<file path="src/csl_pkg.sv">
// ----------------------------------------------------------------------------
// csl_pkg
// Shared types, character codes, keyword tables and helper functions for the
// C subset lexer.
// ----------------------------------------------------------------------------
package csl_pkg;

	localparam int LENGTH_BITS = 16;
	localparam int TOK_LEN_W   = 16;
	localparam int LEN_WIDE    = (LENGTH_BITS > TOK_LEN_W) ? LENGTH_BITS : TOK_LEN_W;
	localparam int NUM_KW      = 11;
	localparam int KW_ID_W     = 4;
	localparam int KW_POS_W    = 3;
	localparam int KW_TEXT_D   = 2 ** KW_POS_W;

	typedef logic [LENGTH_BITS-1:0] len_t;
	typedef logic [NUM_KW-1:0]      kw_mask_t;

	typedef enum logic [3:0] {
		ST_IDLE   = 4'd0,
		ST_IDENT  = 4'd1,
		ST_INT    = 4'd2,
		ST_LT     = 4'd3,
		ST_PLUS   = 4'd4,
		ST_ASSIGN = 4'd5,
		ST_MINUS  = 4'd6,
		ST_LINE   = 4'd7,
		ST_BLOCK  = 4'd8,
		ST_SLASH  = 4'd9,
		ST_STRING = 4'd10
	} state_t;

	typedef enum logic [4:0] {
		K_ID      = 5'd0,
		K_KW      = 5'd1,
		K_IL      = 5'd2,
		K_SL      = 5'd3,
		K_AS      = 5'd4,
		K_EQ      = 5'd5,
		K_PLUS    = 5'd6,
		K_INC     = 5'd7,
		K_MINUS   = 5'd8,
		K_DEC     = 5'd9,
		K_MUL     = 5'd10,
		K_DIV     = 5'd11,
		K_NOT     = 5'd12,
		K_AND     = 5'd13,
		K_LT      = 5'd14,
		K_LE      = 5'd15,
		K_GT      = 5'd16,
		K_SC      = 5'd17,
		K_OP      = 5'd18,
		K_CP      = 5'd19,
		K_SLC     = 5'd20,
		K_MLC     = 5'd21,
		K_INVALID = 5'd22
	} kind_t;

	typedef struct packed {
		kind_t                kind;
		logic [TOK_LEN_W-1:0] length;
		logic [KW_ID_W-1:0]   kw_id;
		logic                 last;
	} token_t;

	// Up to two tokens closed by one character word.
	typedef struct packed {
		logic [1:0] count;
		token_t     tok0;
		token_t     tok1;
	} scan_res_t;

	typedef struct packed {
		logic   emit;
		kind_t  kind;
		logic   start;
		state_t st;
	} idle_act_t;

	localparam logic [7:0] CH_TAB     = 8'h09;
	localparam logic [7:0] CH_NL      = 8'h0A;
	localparam logic [7:0] CH_SPACE   = 8'h20;
	localparam logic [7:0] CH_NOT     = 8'h21;
	localparam logic [7:0] CH_QUOTE   = 8'h22;
	localparam logic [7:0] CH_AMP     = 8'h26;
	localparam logic [7:0] CH_LPAREN  = 8'h28;
	localparam logic [7:0] CH_RPAREN  = 8'h29;
	localparam logic [7:0] CH_STAR    = 8'h2A;
	localparam logic [7:0] CH_PLUS    = 8'h2B;
	localparam logic [7:0] CH_MINUS   = 8'h2D;
	localparam logic [7:0] CH_SLASH   = 8'h2F;
	localparam logic [7:0] CH_DIG_LO  = 8'h30;
	localparam logic [7:0] CH_DIG_HI  = 8'h39;
	localparam logic [7:0] CH_SEMI    = 8'h3B;
	localparam logic [7:0] CH_LT      = 8'h3C;
	localparam logic [7:0] CH_EQ      = 8'h3D;
	localparam logic [7:0] CH_GT      = 8'h3E;
	localparam logic [7:0] CH_UP_LO   = 8'h41;
	localparam logic [7:0] CH_UP_HI   = 8'h5A;
	localparam logic [7:0] CH_LBRACK  = 8'h5B;
	localparam logic [7:0] CH_RBRACK  = 8'h5D;
	localparam logic [7:0] CH_UNDER   = 8'h5F;
	localparam logic [7:0] CH_LOW_LO  = 8'h61;
	localparam logic [7:0] CH_LOW_HI  = 8'h7A;
	localparam logic [7:0] CH_LBRACE  = 8'h7B;
	localparam logic [7:0] CH_RBRACE  = 8'h7D;

	// Keyword spellings, zero padded; entries past a keyword's length are never compared.
	localparam logic [7:0] KW_TEXT [NUM_KW][KW_TEXT_D] = '{
		'{8'h69, 8'h6E, 8'h74, 8'h00, 8'h00, 8'h00, 8'h00, 8'h00}, // int
		'{8'h6D, 8'h61, 8'h69, 8'h6E, 8'h00, 8'h00, 8'h00, 8'h00}, // main
		'{8'h66, 8'h6C, 8'h6F, 8'h61, 8'h74, 8'h00, 8'h00, 8'h00}, // float
		'{8'h64, 8'h6F, 8'h75, 8'h62, 8'h6C, 8'h65, 8'h00, 8'h00}, // double
		'{8'h63, 8'h68, 8'h61, 8'h72, 8'h00, 8'h00, 8'h00, 8'h00}, // char
		'{8'h69, 8'h66, 8'h00, 8'h00, 8'h00, 8'h00, 8'h00, 8'h00}, // if
		'{8'h77, 8'h68, 8'h69, 8'h6C, 8'h65, 8'h00, 8'h00, 8'h00}, // while
		'{8'h66, 8'h6F, 8'h72, 8'h00, 8'h00, 8'h00, 8'h00, 8'h00}, // for
		'{8'h62, 8'h72, 8'h65, 8'h61, 8'h6B, 8'h00, 8'h00, 8'h00}, // break
		'{8'h73, 8'h77, 8'h69, 8'h74, 8'h63, 8'h68, 8'h00, 8'h00}, // switch
		'{8'h63, 8'h61, 8'h73, 8'h65, 8'h00, 8'h00, 8'h00, 8'h00}  // case
	};

	localparam logic [KW_POS_W-1:0] KW_LEN [NUM_KW] = '{
		3'd3, 3'd4, 3'd5, 3'd6, 3'd4, 3'd2, 3'd5, 3'd3, 3'd5, 3'd6, 3'd4
	};

	function automatic logic numeral_char(input logic [7:0] c);
		return (c >= CH_DIG_LO) && (c <= CH_DIG_HI);
	endfunction

	function automatic logic name_head_char(input logic [7:0] c);
		return ((c >= CH_LOW_LO) && (c <= CH_LOW_HI)) ||
		       ((c >= CH_UP_LO) && (c <= CH_UP_HI)) || (c == CH_UNDER);
	endfunction

	function automatic logic [TOK_LEN_W-1:0] sat_len(input len_t l);
		logic [LEN_WIDE-1:0] w;
		w = LEN_WIDE'(l);
		if (w > LEN_WIDE'({TOK_LEN_W{1'b1}})) begin
			return '1;
		end
		return w[TOK_LEN_W-1:0];
	endfunction

	// Keywords whose character at position pos equals c.
	function automatic kw_mask_t kw_hit(input logic [7:0] c, input len_t pos);
		kw_mask_t              hit;
		logic                  in_range;
		logic [KW_POS_W-1:0]   p;
		in_range = (LEN_WIDE'(pos) < LEN_WIDE'(KW_TEXT_D));
		p        = pos[KW_POS_W-1:0];
		for (int k = 0; k < NUM_KW; k++) begin
			hit[k] = in_range && (p < KW_LEN[k]) && (KW_TEXT[k][p] == c);
		end
		return hit;
	endfunction

	function automatic token_t mk_tok(input kind_t kind, input len_t l);
		token_t t;
		t        = '0;
		t.kind   = kind;
		t.length = sat_len(l);
		return t;
	endfunction

	function automatic token_t ident_tok(input kw_mask_t mask, input len_t l);
		token_t t;
		logic   found;
		t     = mk_tok(K_ID, l);
		found = 1'b0;
		for (int k = 0; k < NUM_KW; k++) begin
			if (!found && mask[k] && (l == len_t'(KW_LEN[k]))) begin
				t.kind  = K_KW;
				t.kw_id = KW_ID_W'(k);
				found   = 1'b1;
			end
		end
		return t;
	endfunction

	// What a character does when scanned from the idle state.
	function automatic idle_act_t idle_act(input logic [7:0] c);
		idle_act_t a;
		a      = '0;
		a.kind = K_INVALID;
		a.st   = ST_IDLE;
		if (name_head_char(c)) begin
			a.start = 1'b1;
			a.st    = ST_IDENT;
		end else if (numeral_char(c)) begin
			a.start = 1'b1;
			a.st    = ST_INT;
		end else begin
			case (c) inside
				CH_EQ:     begin a.start = 1'b1; a.st = ST_ASSIGN; end
				CH_PLUS:   begin a.start = 1'b1; a.st = ST_PLUS;   end
				CH_MINUS:  begin a.start = 1'b1; a.st = ST_MINUS;  end
				CH_LT:     begin a.start = 1'b1; a.st = ST_LT;     end
				CH_SLASH:  begin a.start = 1'b1; a.st = ST_SLASH;  end
				CH_QUOTE:  begin a.start = 1'b1; a.st = ST_STRING; end
				CH_SEMI:   begin a.emit = 1'b1; a.kind = K_SC;  end
				CH_NOT:    begin a.emit = 1'b1; a.kind = K_NOT; end
				CH_AMP:    begin a.emit = 1'b1; a.kind = K_AND; end
				CH_STAR:   begin a.emit = 1'b1; a.kind = K_MUL; end
				CH_GT:     begin a.emit = 1'b1; a.kind = K_GT;  end
				CH_LPAREN, CH_LBRACE, CH_LBRACK: begin
					a.emit = 1'b1;
					a.kind = K_OP;
				end
				CH_RPAREN, CH_RBRACE, CH_RBRACK: begin
					a.emit = 1'b1;
					a.kind = K_CP;
				end
				CH_SPACE, CH_TAB, CH_NL: begin
				end
				default:   a.emit = 1'b1;
			endcase
		end
		return a;
	endfunction

endpackage

</file>
<file path="src/csl_scan.sv">
// ----------------------------------------------------------------------------
// csl_scan
// Scanning automaton: holds the lexeme state and, for the character word in
// the input register, works out the closed tokens and the next state.
// ----------------------------------------------------------------------------
module csl_scan (
	input  logic                clk,
	input  logic                arst_n,
	input  logic                en,
	input  logic [7:0]          char_code,
	input  logic                end_of_input,
	output csl_pkg::scan_res_t  res
);

	csl_pkg::state_t   st_q, st_d;
	csl_pkg::len_t     len_q, len_d, len_grow;
	csl_pkg::kw_mask_t mask_q, mask_d, hit, hit0;
	logic              star_q, star_d;

	csl_pkg::token_t    tok_a, tok_b, tok_c;
	logic               va, vb, vc;
	logic               rescan, done;
	csl_pkg::idle_act_t act;
	logic               word_char;

	assign len_grow  = (len_q == '1) ? len_q : len_q + 1'b1;
	assign hit       = csl_pkg::kw_hit(char_code, len_q);
	assign hit0      = csl_pkg::kw_hit(char_code, '0);
	assign act       = csl_pkg::idle_act(char_code);
	assign word_char = csl_pkg::name_head_char(char_code) || csl_pkg::numeral_char(char_code);

	always_comb begin
		st_d   = st_q;
		len_d  = len_q;
		mask_d = mask_q;
		star_d = star_q;
		tok_a  = '0;
		tok_b  = '0;
		tok_c  = '0;
		va     = 1'b0;
		vb     = 1'b0;
		vc     = 1'b0;
		rescan = 1'b0;
		done   = 1'b0;

		unique case (st_q)
			csl_pkg::ST_IDENT: begin
				if (word_char) begin
					mask_d = mask_q & hit;
					len_d  = len_grow;
				end else begin
					tok_a  = csl_pkg::ident_tok(mask_q, len_q);
					va     = 1'b1;
					rescan = 1'b1;
				end
			end
			csl_pkg::ST_INT: begin
				if (csl_pkg::numeral_char(char_code)) begin
					len_d = len_grow;
				end else begin
					tok_a  = csl_pkg::mk_tok(csl_pkg::K_IL, len_q);
					va     = 1'b1;
					rescan = 1'b1;
				end
			end
			csl_pkg::ST_LT: begin
				va = 1'b1;
				if (char_code == csl_pkg::CH_EQ) begin
					tok_a = csl_pkg::mk_tok(csl_pkg::K_LE, csl_pkg::len_t'(2));
					done  = 1'b1;
				end else begin
					tok_a  = csl_pkg::mk_tok(csl_pkg::K_LT, csl_pkg::len_t'(1));
					rescan = 1'b1;
				end
			end
			csl_pkg::ST_PLUS: begin
				va = 1'b1;
				if (char_code == csl_pkg::CH_PLUS) begin
					tok_a = csl_pkg::mk_tok(csl_pkg::K_INC, csl_pkg::len_t'(2));
					done  = 1'b1;
				end else begin
					tok_a  = csl_pkg::mk_tok(csl_pkg::K_PLUS, csl_pkg::len_t'(1));
					rescan = 1'b1;
				end
			end
			csl_pkg::ST_ASSIGN: begin
				va = 1'b1;
				if (char_code == csl_pkg::CH_EQ) begin
					tok_a = csl_pkg::mk_tok(csl_pkg::K_EQ, csl_pkg::len_t'(2));
					done  = 1'b1;
				end else begin
					tok_a  = csl_pkg::mk_tok(csl_pkg::K_AS, csl_pkg::len_t'(1));
					rescan = 1'b1;
				end
			end
			csl_pkg::ST_MINUS: begin
				va = 1'b1;
				if (char_code == csl_pkg::CH_MINUS) begin
					tok_a = csl_pkg::mk_tok(csl_pkg::K_DEC, csl_pkg::len_t'(2));
					done  = 1'b1;
				end else begin
					tok_a  = csl_pkg::mk_tok(csl_pkg::K_MINUS, csl_pkg::len_t'(1));
					rescan = 1'b1;
				end
			end
			csl_pkg::ST_SLASH: begin
				if (char_code == csl_pkg::CH_SLASH) begin
					st_d  = csl_pkg::ST_LINE;
					len_d = len_grow;
				end else if (char_code == csl_pkg::CH_STAR) begin
					st_d   = csl_pkg::ST_BLOCK;
					star_d = 1'b0;
					len_d  = len_grow;
				end else begin
					tok_a  = csl_pkg::mk_tok(csl_pkg::K_DIV, csl_pkg::len_t'(1));
					va     = 1'b1;
					rescan = 1'b1;
				end
			end
			csl_pkg::ST_LINE: begin
				// The newline ends the comment but is not part of it.
				if (char_code == csl_pkg::CH_NL) begin
					tok_a = csl_pkg::mk_tok(csl_pkg::K_SLC, len_q);
					va    = 1'b1;
					done  = 1'b1;
				end else begin
					len_d = len_grow;
				end
			end
			csl_pkg::ST_BLOCK: begin
				len_d = len_grow;
				if (star_q && (char_code == csl_pkg::CH_SLASH)) begin
					tok_a = csl_pkg::mk_tok(csl_pkg::K_MLC, len_grow);
					va    = 1'b1;
					done  = 1'b1;
				end else begin
					star_d = (char_code == csl_pkg::CH_STAR);
				end
			end
			csl_pkg::ST_STRING: begin
				len_d = len_grow;
				if (char_code == csl_pkg::CH_QUOTE) begin
					tok_a = csl_pkg::mk_tok(csl_pkg::K_SL, len_grow);
					va    = 1'b1;
					done  = 1'b1;
				end
			end
			default: begin
				rescan = 1'b1;
			end
		endcase

		if (rescan || done) begin
			st_d   = csl_pkg::ST_IDLE;
			len_d  = '0;
			mask_d = '1;
			star_d = 1'b0;
		end

		// A character that did not belong to the closed token starts afresh.
		if (rescan) begin
			if (act.emit) begin
				tok_b = csl_pkg::mk_tok(act.kind, csl_pkg::len_t'(1));
				vb    = 1'b1;
			end
			if (act.start) begin
				st_d  = act.st;
				len_d = csl_pkg::len_t'(1);
				if (act.st == csl_pkg::ST_IDENT) begin
					mask_d = hit0;
				end
			end
		end

		if (end_of_input) begin
			vc = 1'b1;
			unique case (st_d)
				csl_pkg::ST_IDENT:  tok_c = csl_pkg::ident_tok(mask_d, len_d);
				csl_pkg::ST_INT:    tok_c = csl_pkg::mk_tok(csl_pkg::K_IL, len_d);
				csl_pkg::ST_LT:     tok_c = csl_pkg::mk_tok(csl_pkg::K_LT, csl_pkg::len_t'(1));
				csl_pkg::ST_PLUS:   tok_c = csl_pkg::mk_tok(csl_pkg::K_PLUS, csl_pkg::len_t'(1));
				csl_pkg::ST_ASSIGN: tok_c = csl_pkg::mk_tok(csl_pkg::K_AS, csl_pkg::len_t'(1));
				csl_pkg::ST_MINUS:  tok_c = csl_pkg::mk_tok(csl_pkg::K_MINUS, csl_pkg::len_t'(1));
				csl_pkg::ST_SLASH:  tok_c = csl_pkg::mk_tok(csl_pkg::K_DIV, csl_pkg::len_t'(1));
				csl_pkg::ST_LINE:   tok_c = csl_pkg::mk_tok(csl_pkg::K_SLC, len_d);
				csl_pkg::ST_BLOCK,
				csl_pkg::ST_STRING: tok_c = csl_pkg::mk_tok(csl_pkg::K_INVALID, len_d);
				default:            vc    = 1'b0;
			endcase
			st_d   = csl_pkg::ST_IDLE;
			len_d  = '0;
			mask_d = '1;
			star_d = 1'b0;
		end

		// At most two of the three token sources fire for one character.
		res.count     = 2'({1'b0, va} + {1'b0, vb} + {1'b0, vc});
		res.tok0      = va ? tok_a : (vb ? tok_b : tok_c);
		res.tok1      = (va && vb) ? tok_b : tok_c;
		res.tok0.last = (res.count == 2'd1);
		res.tok1.last = 1'b1;
	end

	always_ff @(posedge clk or negedge arst_n) begin
		if (!arst_n) begin
			st_q   <= csl_pkg::ST_IDLE;
			len_q  <= '0;
			mask_q <= '1;
			star_q <= 1'b0;
		end else if (en) begin
			st_q   <= st_d;
			len_q  <= len_d;
			mask_q <= mask_d;
			star_q <= star_d;
		end
	end

endmodule

</file>
<file path="src/csl_obuf.sv">
// ----------------------------------------------------------------------------
// csl_obuf
// Two-entry result register: takes the tokens of one character word at once
// and hands them out one per cycle while out_stall is low.
// ----------------------------------------------------------------------------
module csl_obuf (
	input  logic               clk,
	input  logic               arst_n,
	input  logic               load,
	input  csl_pkg::scan_res_t res,
	input  logic               out_stall,
	output logic               out_valid,
	output csl_pkg::token_t    head,
	output logic               room
);

	logic [1:0]      cnt_q;
	csl_pkg::token_t head_q, tail_q;
	logic            pop;

	assign out_valid = (cnt_q != 2'd0);
	assign pop       = out_valid && !out_stall;
	assign room      = (cnt_q == 2'd0) || ((cnt_q == 2'd1) && !out_stall);
	assign head      = head_q;

	always_ff @(posedge clk or negedge arst_n) begin
		if (!arst_n) begin
			cnt_q <= 2'd0;
		end else if (load) begin
			cnt_q <= res.count;
		end else if (pop) begin
			cnt_q <= cnt_q - 2'd1;
		end
	end

	always_ff @(posedge clk) begin
		if (load) begin
			head_q <= res.tok0;
			tail_q <= res.tok1;
		end else if (pop) begin
			head_q <= tail_q;
		end
	end

	a_cnt_range: assert property (@(posedge clk) disable iff (!arst_n)
		cnt_q != 2'd3)
		else $error("result buffer count out of range");

	a_load_room: assert property (@(posedge clk) disable iff (!arst_n)
		load |-> (cnt_q == 2'd0 || (cnt_q == 2'd1 && pop)))
		else $error("tokens loaded over an undelivered token");

	a_drain: assert property (@(posedge clk) disable iff (!arst_n)
		(cnt_q == 2'd2 && !out_stall) |=> (cnt_q == 2'd1 && head_q.last))
		else $error("second token did not move to the head");

	a_pair_marks: assert property (@(posedge clk) disable iff (!arst_n)
		(load && res.count == 2'd2) |=> (!head_q.last && tail_q.last))
		else $error("run marker wrong on a token pair");

endmodule

</file>
<file path="src/c_subset_lexer_core.sv">
// ----------------------------------------------------------------------------
// c_subset_lexer_core
// Lexical scanner for a C subset: one source character word in, token words
// (kind, length, keyword index, end-of-run mark) out.
// ----------------------------------------------------------------------------
// Path: an accepted character word passes the input register, then the scan
//   logic into the result register, from which its tokens are offered.
// Throughput: one character word per cycle while each yields at most one
//   token and out_stall is low; a word that yields two tokens holds the input
//   until the first has drained, set by the single token per cycle drained from the result register.
// Reset: arst_n clears the scan state to idle and empties both registers.
// ----------------------------------------------------------------------------
module c_subset_lexer_core (
	input  logic                          clk,
	input  logic                          arst_n,
	input  logic                          in_valid,
	output logic                          in_stall,
	input  logic [7:0]                    char_code,
	input  logic                          end_of_input,
	output logic                          out_valid,
	input  logic                          out_stall,
	output logic [4:0]                    token_kind,
	output logic [csl_pkg::TOK_LEN_W-1:0] token_length,
	output logic [csl_pkg::KW_ID_W-1:0]   keyword_id,
	output logic                          last_of_run
);

	logic               valid_s1;
	logic [7:0]         char_s1;
	logic               eoi_s1;
	logic               room;
	logic               commit;
	csl_pkg::scan_res_t res;
	csl_pkg::token_t    head;

	assign commit   = valid_s1 && room;
	assign in_stall = valid_s1 && !room;

	always_ff @(posedge clk or negedge arst_n) begin
		if (!arst_n) begin
			valid_s1 <= 1'b0;
		end else if (!in_stall) begin
			valid_s1 <= in_valid;
		end
	end

	always_ff @(posedge clk) begin
		if (in_valid && !in_stall) begin
			char_s1 <= char_code;
			eoi_s1  <= end_of_input;
		end
	end

	csl_scan u_scan (
		.clk          (clk),
		.arst_n       (arst_n),
		.en           (commit),
		.char_code    (char_s1),
		.end_of_input (eoi_s1),
		.res          (res)
	);

	csl_obuf u_obuf (
		.clk       (clk),
		.arst_n    (arst_n),
		.load      (commit),
		.res       (res),
		.out_stall (out_stall),
		.out_valid (out_valid),
		.head      (head),
		.room      (room)
	);

	assign token_kind   = head.kind;
	assign token_length = head.length;
	assign keyword_id   = head.kw_id;
	assign last_of_run  = head.last;

endmodule

</file>
<file path="config.mk">
export PLATFORM = sky130hd
export DESIGN_NAME = c_subset_lexer_core
export DESIGN_NICKNAME = d
export VERILOG_FILES = /design/src/csl_pkg.sv /design/src/csl_scan.sv /design/src/csl_obuf.sv /design/src/c_subset_lexer_core.sv
export SDC_FILE = /design/constraint.sdc
export NUM_CORES = 1
export LEC_CHECK = 0
export ABC_AREA = 1
export BUFFER_PORTS_ARGS = -buffer_cell sky130_fd_sc_hd__buf_2
export CAP_MARGIN = 30
export CELL_PAD_IN_SITES_DETAIL_PLACEMENT = 0
export CELL_PAD_IN_SITES_GLOBAL_PLACEMENT = 1
export CORE_ASPECT_RATIO = 1.25
export CORE_UTILIZATION = 49
export CTS_CLUSTER_DIAMETER = 150
export DETAILED_ROUTE_END_ITERATION = 7
export PLACE_DENSITY_LB_ADDON = 0.1
export SKIP_CTS_REPAIR_TIMING = 1
export SYNTH_ARGS = -nofsm -noshare
export SYNTH_HDL_FRONTEND = slang
export SYNTH_SLANG_ARGS = --single-unit
</file>
<file path="constraint.sdc">
create_clock -name clk -period 7.9 [get_ports clk]
set_clock_uncertainty 0.2 [all_clocks]
set_input_delay 1.58 -clock clk [delete_from_list [all_inputs] [get_ports clk]]
set_output_delay 1.58 -clock clk [all_outputs]
set_load 0.05 [all_outputs]
</file>
==> out/summary.txt <==
Status: complete, but fails checks
Failing checks: design-rule violations
Setup slack, reg-to-reg: 3.15 ns
Dpl cells: 1228
Num rows: 49
VDD IR-drop max: 0.350 mV
Footprint of the multi-input gates: 4060 µm²
Clock slew seen by the registers of the worst setup and hold paths: 0.07 ns
Sink Count: 95
Setup-failing EPs final: 0
Most frequent cell on the critical path: nand2_1
RSZ-0062 raised after global routing: false
Routability cong.: 0.980
Post-synthesis net count: 1067
Ys async rst share: 36.8%
Yosys top cell by area: edfxtp_1
Share of cells above drive strength 1: 11.7%
Synth Cell Area: 7430 µm²
Core footprint: 14600 µm²
Initial antenna violation count: 0
DRT iter0 DRCs: 569
Hold Crit Class: reg2reg
Gr usage total: 33.1%
Max-cap violations: 0
Hold Violations, Final: 0
Critical path launch point type: flop
P_leak: 0.00358 µW
Number of synthesized register bits: 95
Total number of vias: 7467
Final ANT Viol Nets: 0
Post-Route WL: 24.9 mm
DRC Markers: 2
Global-route wire length before repair: 39.2 mm
Syn_area_per_cell: 7.13 µm²
Largest net degree at the start of global routing: 91
CP max stage cell: dfrtp_1
Setup WS pre-CTS: 3.28 ns
CTS tree: built
Post-synthesis sequential area ratio: 36.2%
Gate count after technology mapping: 1042
Max_slew headroom: 35.3%
Main synth FF type: edfxtp_1
Ports: 41
N_diodes: 0
Worst Path Arrival: 4.66 ns
Wire length per cell: 20.0 µm
Vias in the first global route: 7297
Slew Viols, Final: 0
Largest cells by area after synthesis: edfxtp_1, nand2_1, dfrtp_1, nor2_1, inv_1
Worst-skew pair later-pin latency: 0.36 ns
Worst hold slack: 0.291 ns
Fin crit share: 60.1%
Worst Path Required: 7.81 ns
Design Power: 2690 µW
Post-DR vias/cell: 6.00
Total gr overflow: 0
1st-pass router iterations: 7
Total Nets Final: 1086
Layout area overhead: 7.53%
Die width: 112 µm
Initial Util: 50.9%
CP peak stage delay: 0.95 ns
Die area: 15700 µm²
Ys Warns: 0
Post-layout instance count excluding filler cells: 1244
Pwr Density: 337 nW/µm²
EDFF count, synth: 60
CTS Buf Count: 9
Register area: 2690 µm²
H-Tree Depth: 3
I/O Buffers: 40
Final HPWL DP: 18.8 mm
Fillers: 1505
Class of the most critical setup path: reg2reg
Worst Setup Slack, final: 3.15 ns
Worst-Margin Slew: 0.971 ns
Fin Setup TNS: 0 ns
Crit Path Max Fanout: 21
Root buf cell: clkbuf_16
Fin crit period: 4.75 ns
FMAX: 210 MHz
Netlist cell types: 61
CP Cell Sequence: clkinv_1 -> nand2_1 -> nand2_1 -> o2111ai_1 -> nor2_1 -> a31oi_1 -> o21ai_0 -> o21ai_0 -> inv_1 -> nand3b_1 -> nand2_1 -> nor2_1 -> nand4_1 -> nor2_2 -> nand2_1 -> inv_1 -> nand3_2 -> nand2_1 -> inv_2 -> nand2_1 -> a21oi_2
Synth top area share: 24.3%
Maximum root-to-sink buffer count: 2
Die Y: 140 µm
CP endpoint kind: flop
stage by stage:
stage / area [µm²] / util [%]
floorplan: 7430 / -
global placement: 7700 / 52.7
detailed placement: 7700 / 52.7
CTS: 7990 / 54.7
global route: 7990 / 54.7
finish: 7990 / 54.7
cell usage in the layout, fill, tap and decap left out, types with 3 or more instances in the layout:
cell,synthesis,routed
nand2_1,256,256
nor2_1,135,134
inv_1,116,116
nand3_1,66,66
o21ai_0,65,64
edfxtp_1,60,60
a21oi_1,42,42
buf_2,5,40
xor2_1,29,29
nand4_1,26,26
dfrtp_1,24,24
o22ai_1,22,22
nor3_1,15,15
inv_2,12,12
a31oi_1,11,11
ha_1,11,11
dfstp_2,11,11
a22oi_1,10,10
nor4_1,9,9
clkbuf_16,0,9
nor2_2,7,7
a211oi_1,7,7
nand2_2,6,6
o22a_1,6,6
nor2_4,4,5
or2_2,4,4
nand3_2,3,3
o21ai_1,3,3
clkinv_1,3,3
o211ai_1,3,3
o31ai_1,3,3
inv_8,0,3
buf_4,3,3
where the power goes:
part / switching [µW] / internal, µW / total (µW)
sequential: 107 / 795 / 901
combinational: 1030 / 321 / 1350
clock: 218 / 222 / 440
total: 1360 / 1340 / 2690
state kept, by name, indices dropped and copies added (netlist names):
name,flops
char_s1,8
eoi_s1,1
u_obuf.cnt_q,2
u_obuf.head,26
u_obuf.tail_q,25
u_scan.len_q,16
u_scan.mask_q,11
u_scan.st_q,4
u_scan.star_q,1
valid_s1,1
layer usage:
layer  share of wire (%)  track usage [%]
met1                  37             36.3
met4                 6.7             22.4
met5                   0                0
met2                  52             59.5
met3                 4.7             4.18
cell usage after synthesis (10+ instances only):
master / count
a22oi_1: 10
edfxtp_1: 60
nand3_1: 66
nor3_1: 15
xor2_1: 29
o22ai_1: 22
clkbuf_1: 22
inv_2: 12
ha_1: 11
dfrtp_1: 24
nor2_1: 135
a21oi_1: 42
nand2_1: 256
o21ai_0: 65
a31oi_1: 11
nand4_1: 26
dfstp_2: 11
inv_1: 116
area by class of cell:
class	count	area share [%]
Multi-Input combinational cell	779	50.8
Clock buffer	9	2.82
Clock inverter	7	0.799
Inverter	133	6.31
Tap cell	178	2.79
Sequential cell	95	33.7
Timing Repair Buffer	43	2.79
final timing paths:
path                                           to               from  cells past startpoint
worst max register to register     u_obuf.head[1]    u_scan.len_q[2]                     21
worst max-delay path               u_obuf.head[1]    u_scan.len_q[2]                     21
worst min-delay path            u_scan.mask_q[10]  u_scan.mask_q[10]                      2
min in group asynchronous        u_scan.len_q[12]             arst_n                      1
worst min register to register  u_scan.mask_q[10]  u_scan.mask_q[10]                      2
max in group asynchronous         u_scan.len_q[0]             arst_n                      1
kinds of logic after synthesis:
kind of cell	count (synthesis)	share of synthesized area, %
AND/OR/NAND/NOR	546	33.2
flip-flops	95	36.2
buffers and inverters	168	9.30
multiplexers	1	0.152
XOR/XNOR	29	3.42
AO/OA/AOI/OAI	191	15.6
adder cells (fa/ha/maj)	12	2.12
worst max-delay path, delay by kind of cell (launching register included):
| family | cells | cell delay (ns) |
|---|---|---|
| flops | 1 | 0.95 |
| buf+inv | 4 | 0.93 |
| compound gates | 5 | 0.84 |
| simple gates | 12 | 1.58 |
(Power assumes the default switching activity.)
